**src/rtl/ifl_pkg.sv**
```systemverilog
// ----------------------------------------------------------------------------
// ifl_pkg: shared definitions of the forwarding lookup
// Table sizes, status codes, opcodes and the control bundle between the
// sequencer and the datapath.
// ----------------------------------------------------------------------------
package ifl_pkg;

	localparam int LOCAL_ENTRIES = 16;
	localparam int ROUTE_ENTRIES = 32;
	localparam int ARP_ENTRIES   = 32;

	localparam int LOCAL_IW = (LOCAL_ENTRIES > 1) ? $clog2(LOCAL_ENTRIES) : 1;
	localparam int ROUTE_IW = (ROUTE_ENTRIES > 1) ? $clog2(ROUTE_ENTRIES) : 1;
	localparam int ARP_IW   = (ARP_ENTRIES > 1) ? $clog2(ARP_ENTRIES) : 1;

	localparam int SLOT_W = 5;

	// Opcodes carried in the request's tuser.
	localparam logic [1:0] OP_FRAME = 2'd0;
	localparam logic [1:0] OP_LOCAL = 2'd1;
	localparam logic [1:0] OP_ROUTE = 2'd2;
	localparam logic [1:0] OP_ARP   = 2'd3;

	// Result status codes.
	localparam logic [2:0] ST_FORWARD   = 3'd0;
	localparam logic [2:0] ST_SHORT     = 3'd1;
	localparam logic [2:0] ST_NOT_LOCAL = 3'd2;
	localparam logic [2:0] ST_NOT_IPV4  = 3'd3;
	localparam logic [2:0] ST_NO_ROUTE  = 3'd4;
	localparam logic [2:0] ST_NO_ARP    = 3'd5;
	localparam logic [2:0] ST_NO_PORT   = 3'd6;

	// Configuration register indexes.
	localparam logic [1:0] CFG_PORT1   = 2'd0;
	localparam logic [1:0] CFG_PORT2_A = 2'd1;
	localparam logic [1:0] CFG_PORT2_B = 2'd2;

	localparam logic [23:0] PORT1_RESET   = 24'hC0A800;
	localparam logic [23:0] PORT2_A_RESET = 24'hC0A801;
	localparam logic [23:0] PORT2_B_RESET = 24'hC0A802;

	localparam logic [11:0] MIN_FRAME_BYTES = 12'd42;
	localparam logic [15:0] ETHERTYPE_IPV4  = 16'h0800;

	localparam logic [1:0] PORT_NONE = 2'd0;
	localparam logic [1:0] PORT_ONE  = 2'd1;
	localparam logic [1:0] PORT_TWO  = 2'd2;

	// Commands from the sequencer to the datapath.
	typedef struct packed {
		logic load;      // capture an accepted request
		logic match;     // compare local and route tables
		logic route;     // pick route slot, fetch gateway
		logic arp;       // compare ARP table against gateway
		logic result;    // form result into output register
	} ifl_cmd_t;

	// Status from the datapath to the sequencer.
	typedef struct packed {
		logic is_frame;  // incoming request is a frame header
	} ifl_stat_t;

endpackage

```
**src/rtl/ifl_ctrl.sv**
```systemverilog
// ----------------------------------------------------------------------------
// ifl_ctrl: lookup sequencer
// Steps a frame header through the match, route, ARP and result phases
// and owns the handshakes of both streams.
// ----------------------------------------------------------------------------
module ifl_ctrl (
	input  logic              clk,
	input  logic              arst_n,
	input  logic              s_tvalid,
	output logic              s_tready,
	output logic              m_tvalid,
	input  logic              m_tready,
	input  ifl_pkg::ifl_stat_t stat,
	output ifl_pkg::ifl_cmd_t  cmd
);
	import ifl_pkg::*;

	localparam logic [2:0] S_IDLE   = 3'd0;
	localparam logic [2:0] S_MATCH  = 3'd1;
	localparam logic [2:0] S_ROUTE  = 3'd2;
	localparam logic [2:0] S_ARP    = 3'd3;
	localparam logic [2:0] S_RESULT = 3'd4;

	logic [2:0] state_q;
	logic [2:0] state_d;
	logic       out_valid_q;
	logic       out_free;
	logic       accept;

	// The output register is free when empty or being drained.
	assign out_free = !out_valid_q || m_tready;
	assign s_tready = (state_q == S_IDLE);
	assign accept   = s_tvalid && s_tready;
	assign m_tvalid = out_valid_q;

	// Commands follow the current phase.
	always_comb begin
		cmd        = '0;
		cmd.load   = accept;
		cmd.match  = (state_q == S_MATCH);
		cmd.route  = (state_q == S_ROUTE);
		cmd.arp    = (state_q == S_ARP);
		cmd.result = (state_q == S_RESULT) && out_free;
	end

	// Next phase.
	always_comb begin
		state_d = state_q;
		unique case (state_q)
			S_IDLE: begin
				if (accept && stat.is_frame) state_d = S_MATCH;
			end
			S_MATCH:  state_d = S_ROUTE;
			S_ROUTE:  state_d = S_ARP;
			S_ARP:    state_d = S_RESULT;
			S_RESULT: begin
				if (out_free) state_d = S_IDLE;
			end
			default:  state_d = S_IDLE;
		endcase
	end

	// Phase and output valid registers.
	always_ff @(posedge clk or negedge arst_n) begin
		if (!arst_n) begin
			state_q     <= S_IDLE;
			out_valid_q <= 1'b0;
		end else begin
			state_q <= state_d;
			if (cmd.result) out_valid_q <= 1'b1;
			else if (m_tready) out_valid_q <= 1'b0;
		end
	end

endmodule

```
**config.mk**
```make
export PLATFORM = sky130hd
export DESIGN_NAME = ifl_ctrl
export DESIGN_NICKNAME = d
export VERILOG_FILES = /design/src/rtl/ifl_pkg.sv /design/src/rtl/ifl_ctrl.sv
export SDC_FILE = /design/constraint.sdc
export NUM_CORES = 1
export LEC_CHECK = 0
export CORE_AREA = 2 2 39 41
export DETAILED_ROUTE_END_ITERATION = 8
export DIE_AREA = 0 0 41 43
export DONT_BUFFER_PORTS = 1
export PLACE_DENSITY_LB_ADDON = 0.15
export REMOVE_ABC_BUFFERS = 1
export SLEW_MARGIN = 20
export SYNTH_ARGS = -nofsm -noshare
export SYNTH_HDL_FRONTEND = slang
export SYNTH_SLANG_ARGS = --single-unit
```
**constraint.sdc**
```tcl
create_clock -name clk -period 1.2 [get_ports clk]
set_clock_uncertainty 0.1 [all_clocks]
set_input_delay 0.06 -clock clk [delete_from_list [all_inputs] [get_ports clk]]
set_output_delay 0.06 -clock clk [all_outputs]
set_load 0.01 [all_outputs]
```
==> impl_metrics.json, run 1 <==
{
  "outcome": "finished, violations left",
  "violations": "negative setup slack",
  "grt_pass1_vias": 210,
  "ys_seq_area_frac": 0.468,
  "start_util": 0.155,
  "power_per_cell_area_mw_per_mm2": 2660,
  "clkSinkCount": 4,
  "finalNetCount": 41,
  "netlist_instances": 20,
  "placementRows": 14,
  "final_core_util": 0.295,
  "relSlewSlack": 0.873,
  "synth_area_per_cell_sq_um": 10.7,
  "tightest_slew_ns": 0.190,
  "die_height_microns": 43,
  "synthToLayoutAreaGrowth_pct": 90.6,
  "die_area_sq_mm": 0.00176,
  "synth_common_cells": "4 x dfrtp_1, 2 x buf_4, 2 x nor3_1, 2 x nor3b_1",
  "fin_tns_setup_ns": -0.419,
  "drc": 0,
  "vias": 202,
  "die_x_microns": 41,
  "grt_setup_unrepaired": "yes",
  "fin_crit_ns": 1.33,
  "drt-vias-per-instance": 4.04,
  "fin_ws_ns": -0.131,
  "ys.flop_type": "dfrtp_1",
  "grt_pass1_wl_microns": 821,
  "synth_edf_count": 0,
  "cts_buffers": 3,
  "first_pass_iters": 1,
  "worst_setup_path_end_kind": "output port",
  "worstPathArrival_ns": 1.17,
  "regArea_sq_um": 100,
  "ys_ff_latch": 4,
  "synth_top_family_by_area": "simple AND/OR/NAND/NOR gates",
  "detail_route.wl_per_cell_microns": 11.2,
  "root_buffer": "clkbuf_4",
  "yosysMostFrequentCell": "dfrtp_1",
  "slew_violations": 0,
  "dp_hpwl_microns": 344,
  "cp_cell_sequence": "or3b_4 -> nor2b_4",
  "cp_slowest_cell": "or3b_4",
  "ios": 12,
  "h-tree-depth": 1,
  "cap_viol_max_count": 0,
  "grt_max_degree": 7,
  "synth_top_area_share": 0.468,
  "ir_drop_uv": 968,
  "critPathKind": "flip-flop to output port",
  "pre_cts_slack_ns": 0.0876,
  "synth_compound_gate_area_share": 0.0760,
  "cts_tree": "built",
  "critPathMaxFanout": 2,
  "cpPeakStageDelay_ns": 0.42,
  "clockBufferDepth": 2,
  "io_buffer_count": 0,
  "synthSimpleGateAreaFrac": 0.345,
  "clk-insertion-delay-late_ns": 0.24,
  "gp_congestion": 0.660,
  "synthAdderAreaFrac": 0,
  "num-fill-cells": 146,
  "ant_nets": 0,
  "globalRouteOverflowTotal": 0,
  "synth_xor_area_frac": 0.0409,
  "fmax_ghz": 0.751,
  "synth_area_leader_cell": "dfrtp_1",
  "synth_area_leaders": "dfrtp_1 47%, buf_4 7.0%, nor3b_1 7.0%, o21bai_2 5.3%, or3b_4 5.3%",
  "synth.distinct_cells": 14,
  "cp.required_ns": 1.04,
  "finalCritPeriodShare": 1.11,
  "drt-total-wl_microns": 560,
  "grt_usage": 0.0785,
  "async_reset_ff_frac": 1.00,
  "p_leak_nw": 0.191,
  "synth_area_sq_um": 214,
  "startpoint_type": "flip-flop",
  "ys_warn_count": 0,
  "antenna_found_initial": 0,
  "total_power_w": 0.00108,
  "clk_pin_slew_worst_paths_ns": 0.04,
  "drtIter0Drc": 0,
  "core-area_sq_mm": 0.00138,
  "hp-class": "input port to output port",
  "drive_gt1_frac": 0.529,
  "setup_viol_count_final": 6,
  "antenna-diode-count": 0,
  "multi_input_area_sq_um": 140,
  "finalHoldViolCount": 0,
  "synthMuxAreaShare": 0
}
==> critical path: cells and delay by family (launching register included) <==
family	cells	cell delay [ns]
flops	1	0.38
simple gates	2	0.56
==> metrics by stage <==
| step | hold WS, ns | cell area (sq um) | cells |
|---|---|---|---|
| after global placement | -0.335 | 256 | 39 |
| after detailed placement | -0.335 | 256 | 39 |
| after floorplan | -0.336 | 199 | 18 |
| final | 0.145 | 408 | 50 |
| after CTS | 0.153 | 383 | 48 |
| after global routing | 0.146 | 408 | 50 |
==> placed cells by master (no fill, tap or decap), types with 2 or more instances in the layout <==
master,synthesis,final
nor3b_4,0,2
dlygate4sd3_1,0,5
clkbuf_4,0,3
dfrtp_1,4,4
buf_6,0,4
buf_4,2,4
==> sequential cells by signal, indices dropped and copies added (netlist names) <==
signal    cells
m_tvalid      1
state_q       3
==> layout make-up <==
| cell class | instances | share of cell area |
|---|---|---|
| Clock buffer | 3 | 0.0552 |
| Multi-Input combinational cell | 14 | 0.344 |
| Sequential cell | 4 | 0.245 |
| Tap cell | 16 | 0.0491 |
| Timing Repair Buffer | 13 | 0.307 |
==> power breakdown <==
part | internal (W) | total [W] | switching (W)
logic | 0.000377 | 0.000669 | 0.000291
clock network | 0.000112 | 0.000173 | 0.0000606
registers | 0.000196 | 0.000243 | 0.0000469
total | 0.000686 | 0.00108 | 0.000399
==> what timing repair did <==
| action | CTS | global route |
|---|---|---|
| hold buffers | 5 | 0 |
| hold endpoints to repair | 7 | 0 |
| pin swaps | 2 | 3 |
| endpoints found under the setup margin | 6 | 7 |
| gates resized for setup | 10 | 2 |
| buffers inserted | 1 | 2 |
==> layer usage <==
metal,vias up,part of all wire,track usage
li1,96,-,-
met1,91,0.38,0.0812
met2,13,0.48,0.0875
met3,2,0.11,0.0838
met4,0,0.025,0.0600
met5,-,0,0
==> path summary, 6_finish.rpt <==
path / cells past startpoint / startpoint / to / slack (ns)
min in group asynchronous: 2 / arst_n / m_tvalid / 0.53
setup / recovery: 2 / state_q[0] / cmd[0] / -0.13
hold reg to reg: 2 / state_q[2] / state_q[0] / 0.49
hold / removal: 1 / s_tvalid / cmd[4] / 0.15
setup reg to reg: 3 / state_q[0] / state_q[2] / -0.01
max in group asynchronous: 2 / arst_n / state_q[1] / 0.30
==> cell families after synthesis <==
kind of cell,after synthesis
AND/OR/NAND/NOR,11
flip-flops,4
AO/OA/AOI/OAI,2
buffers and inverters,2
XOR/XNOR,1
(Power assumes the default switching activity.)
==> inputs of run 2 (changes only) <==
--- a/config.mk
+++ b/config.mk
@@ -5,12 +5,14 @@
 export SDC_FILE = /design/constraint.sdc
 export NUM_CORES = 1
 export LEC_CHECK = 0
+export ABC_AREA = 1
 export CORE_AREA = 2 2 39 41
 export DETAILED_ROUTE_END_ITERATION = 8
 export DIE_AREA = 0 0 41 43
 export DONT_BUFFER_PORTS = 1
 export PLACE_DENSITY_LB_ADDON = 0.15
 export REMOVE_ABC_BUFFERS = 1
+export SKIP_CTS_REPAIR_TIMING = 1
 export SLEW_MARGIN = 20
 export SYNTH_ARGS = -nofsm -noshare
 export SYNTH_HDL_FRONTEND = slang
==> run 2 against run 1 <==
Compared with the run above: critical path type unchanged; the run now ends clean; via count is 11% higher; critical endpoint is now cmd[4]; hold slack worse by 0.011 ns; global-route usage is 0.62 points lower; largest cell class unchanged.
==> impl_metrics.json, run 2 <==
{
  "outcome": "finished clean",
  "finalCritPeriodShare": 0.989,
  "grt_pass1_wl_microns": 717,
  "num-fill-cells": 160,
  "p_leak_nw": 0.172,
  "synth_top_area_share": 0.428,
  "netlist_instances": 32,
  "pre_cts_slack_ns": 0.176,
  "setup_viol_count_final": 0,
  "cp.required_ns": 1.04,
  "largest-register": "state_q",
  "relSlewSlack": 0.869,
  "fin_ws_ns": 0.0137,
  "async_reset_ff_frac": 1.00,
  "synth_top_family_by_area": "simple AND/OR/NAND/NOR gates",
  "reg2reg_slack_ns": 0.14,
  "power_per_cell_area_mw_per_mm2": 2680,
  "finalNetCount": 47,
  "crit_top_cell": "nor2_4",
  "yosysMostFrequentCell": "inv_1",
  "hp-class": "input port to output port",
  "met1_usage": 0.0806,
  "core-area_sq_mm": 0.00138,
  "root_buffer": "clkbuf_4",
  "cts_tree": "built",
  "grt_pass1_vias": 185,
  "synth_area_leader_cell": "dfrtp_1",
  "die_area_sq_mm": 0.00176,
  "layout_common_cells": "5 x nor2_4, 5 x dlygate4sd3_1, 4 x inv_1",
  "critPathKind": "flip-flop to output port",
  "drt-vias-per-instance": 4.00,
  "synth_common_cells": "7 x inv_1, 6 x nor2_1, 5 x nand2_1",
  "cap_viol_max_count": 0,
  "slew_violations": 0,
  "worstPathArrival_ns": 1.03,
  "fmax_ghz": 0.843,
  "synthAdderAreaFrac": 0,
  "largest_reg_flops": 3,
  "clockBufferDepth": 2,
  "total_power_w": 0.00102,
  "clk_pin_slew_worst_paths_ns": 0.04,
  "drtIter0Drc": 3,
  "drive_gt1_frac": 0.550,
  "ys_seq_area_frac": 0.428,
  "cts_buffers": 3,
  "clkSinkCount": 4,
  "ir_drop_uv": 746,
  "drt-total-wl_microns": 546,
  "worst_setup_path_end_kind": "output port",
  "crit_buf_inv": 0,
  "synthSimpleGateAreaFrac": 0.316,
  "dp_hpwl_microns": 366,
  "cp_cell_sequence": "nor2_4 -> nand2_2 -> nor2_4",
  "ant_nets": 0,
  "grt_usage": 0.0724,
  "synth.distinct_cells": 11,
  "clk-insertion-delay-late_ns": 0.24,
  "die_height_microns": 43,
  "grt_use_met2": 0.0719,
  "antenna_found_initial": 0,
  "detail_route.wl_per_cell_microns": 9.75,
  "whs_ns": 0.135,
  "synth_edf_count": 0,
  "synthMuxAreaShare": 0,
  "critPathMaxFanout": 3,
  "ys_warn_count": 0,
  "synth_xor_area_frac": 0,
  "drc": 0,
  "ys_ff_latch": 4,
  "dpl_cell_area_sq_um": 239,
  "globalRouteOverflowTotal": 0,
  "grt_setup_unrepaired": "yes",
  "synth_compound_gate_area_share": 0.0802,
  "first_pass_iters": 2,
  "grt_max_degree": 8,
  "cpPeakStageDelay_ns": 0.42,
  "synth_area_per_cell_sq_um": 7.31,
  "tightest_slew_ns": 0.196,
  "finalHoldViolCount": 0,
  "vias": 224,
  "met3_usage": 0.0471,
  "synth_area_leaders": "dfrtp_1 43%, inv_1 11%, nor2_1 9.6%, nand2_1 8.0%, buf_4 6.4%",
  "startpoint_type": "flip-flop",
  "grt-busiest-layer": "met4",
  "fin_crit_ns": 1.19,
  "synth_area_sq_um": 234,
  "placementRows": 14,
  "ys.flop_type": "dfrtp_1",
  "ios": 12,
  "gp_congestion": 0.684,
  "antenna-diode-count": 0,
  "io_buffer_count": 0,
  "design_area_sq_um": 380,
  "h-tree-depth": 1,
  "fin_tns_setup_ns": 0,
  "synthToLayoutAreaGrowth_pct": 62.6,
  "critPathTopFamily": "flip-flops",
  "cp_slowest_cell": "dfrtp_1",
  "start_util": 0.169,
  "die_x_microns": 41
}
## run 2: changes by cell type after synthesis, sizes merged, moves of 2 or more
cell,before,now
nor3b,2,0
nand2,1,5
inv,0,7
o21ai,0,3
nor3,2,0
nand3,0,3
nor2,1,8
## run 2: area by class of cell
type	instances	area, sq um	share of cell area
multi-input cells	19	143	0.375
flip-flops and latches	4	101	0.266
repair buffers	7	65.1	0.171
inverters	7	28.8	0.0757
clock buffers	3	22.5	0.0592
well taps	16	20.0	0.0526
## run 2: kinds of logic (layout without fill, tap and decap cells)
logic type	Yosys count	after routing
buf+inv	9	17
simple gates	16	16
flops	4	4
compound gates	3	3
## run 2: worst paths after layout
path,from,end,cells past startpoint
worst max register to register,m_tvalid,state_q[0],5
worst min register to register,m_tvalid,m_tvalid,2
worst max-delay path,state_q[2],cmd[4],3
worst min-delay path,s_tvalid,cmd[4],2
max in group asynchronous,arst_n,state_q[0],2
min in group asynchronous,arst_n,m_tvalid,2
## run 2: through the flow
stage,instances,utilization
detailed placement,46,0.173
finish,56,0.275
floorplan,30,-
CTS,49,0.189
global route,56,0.275
global placement,46,0.173
## run 2: where the power goes
group          internal, W  total, W  switching [W]  leakage (nW)
Combinational     0.000209  0.000553       0.000345         0.108
Sequential        0.000201  0.000290      0.0000888        0.0504
Clock             0.000112  0.000175      0.0000622        0.0138
## run 2: layer usage
layer	up-vias	wire length, microns
met5	-	0
met4	0	0
met3	0	48
met2	10	258
met1	102	239
li1	112	-
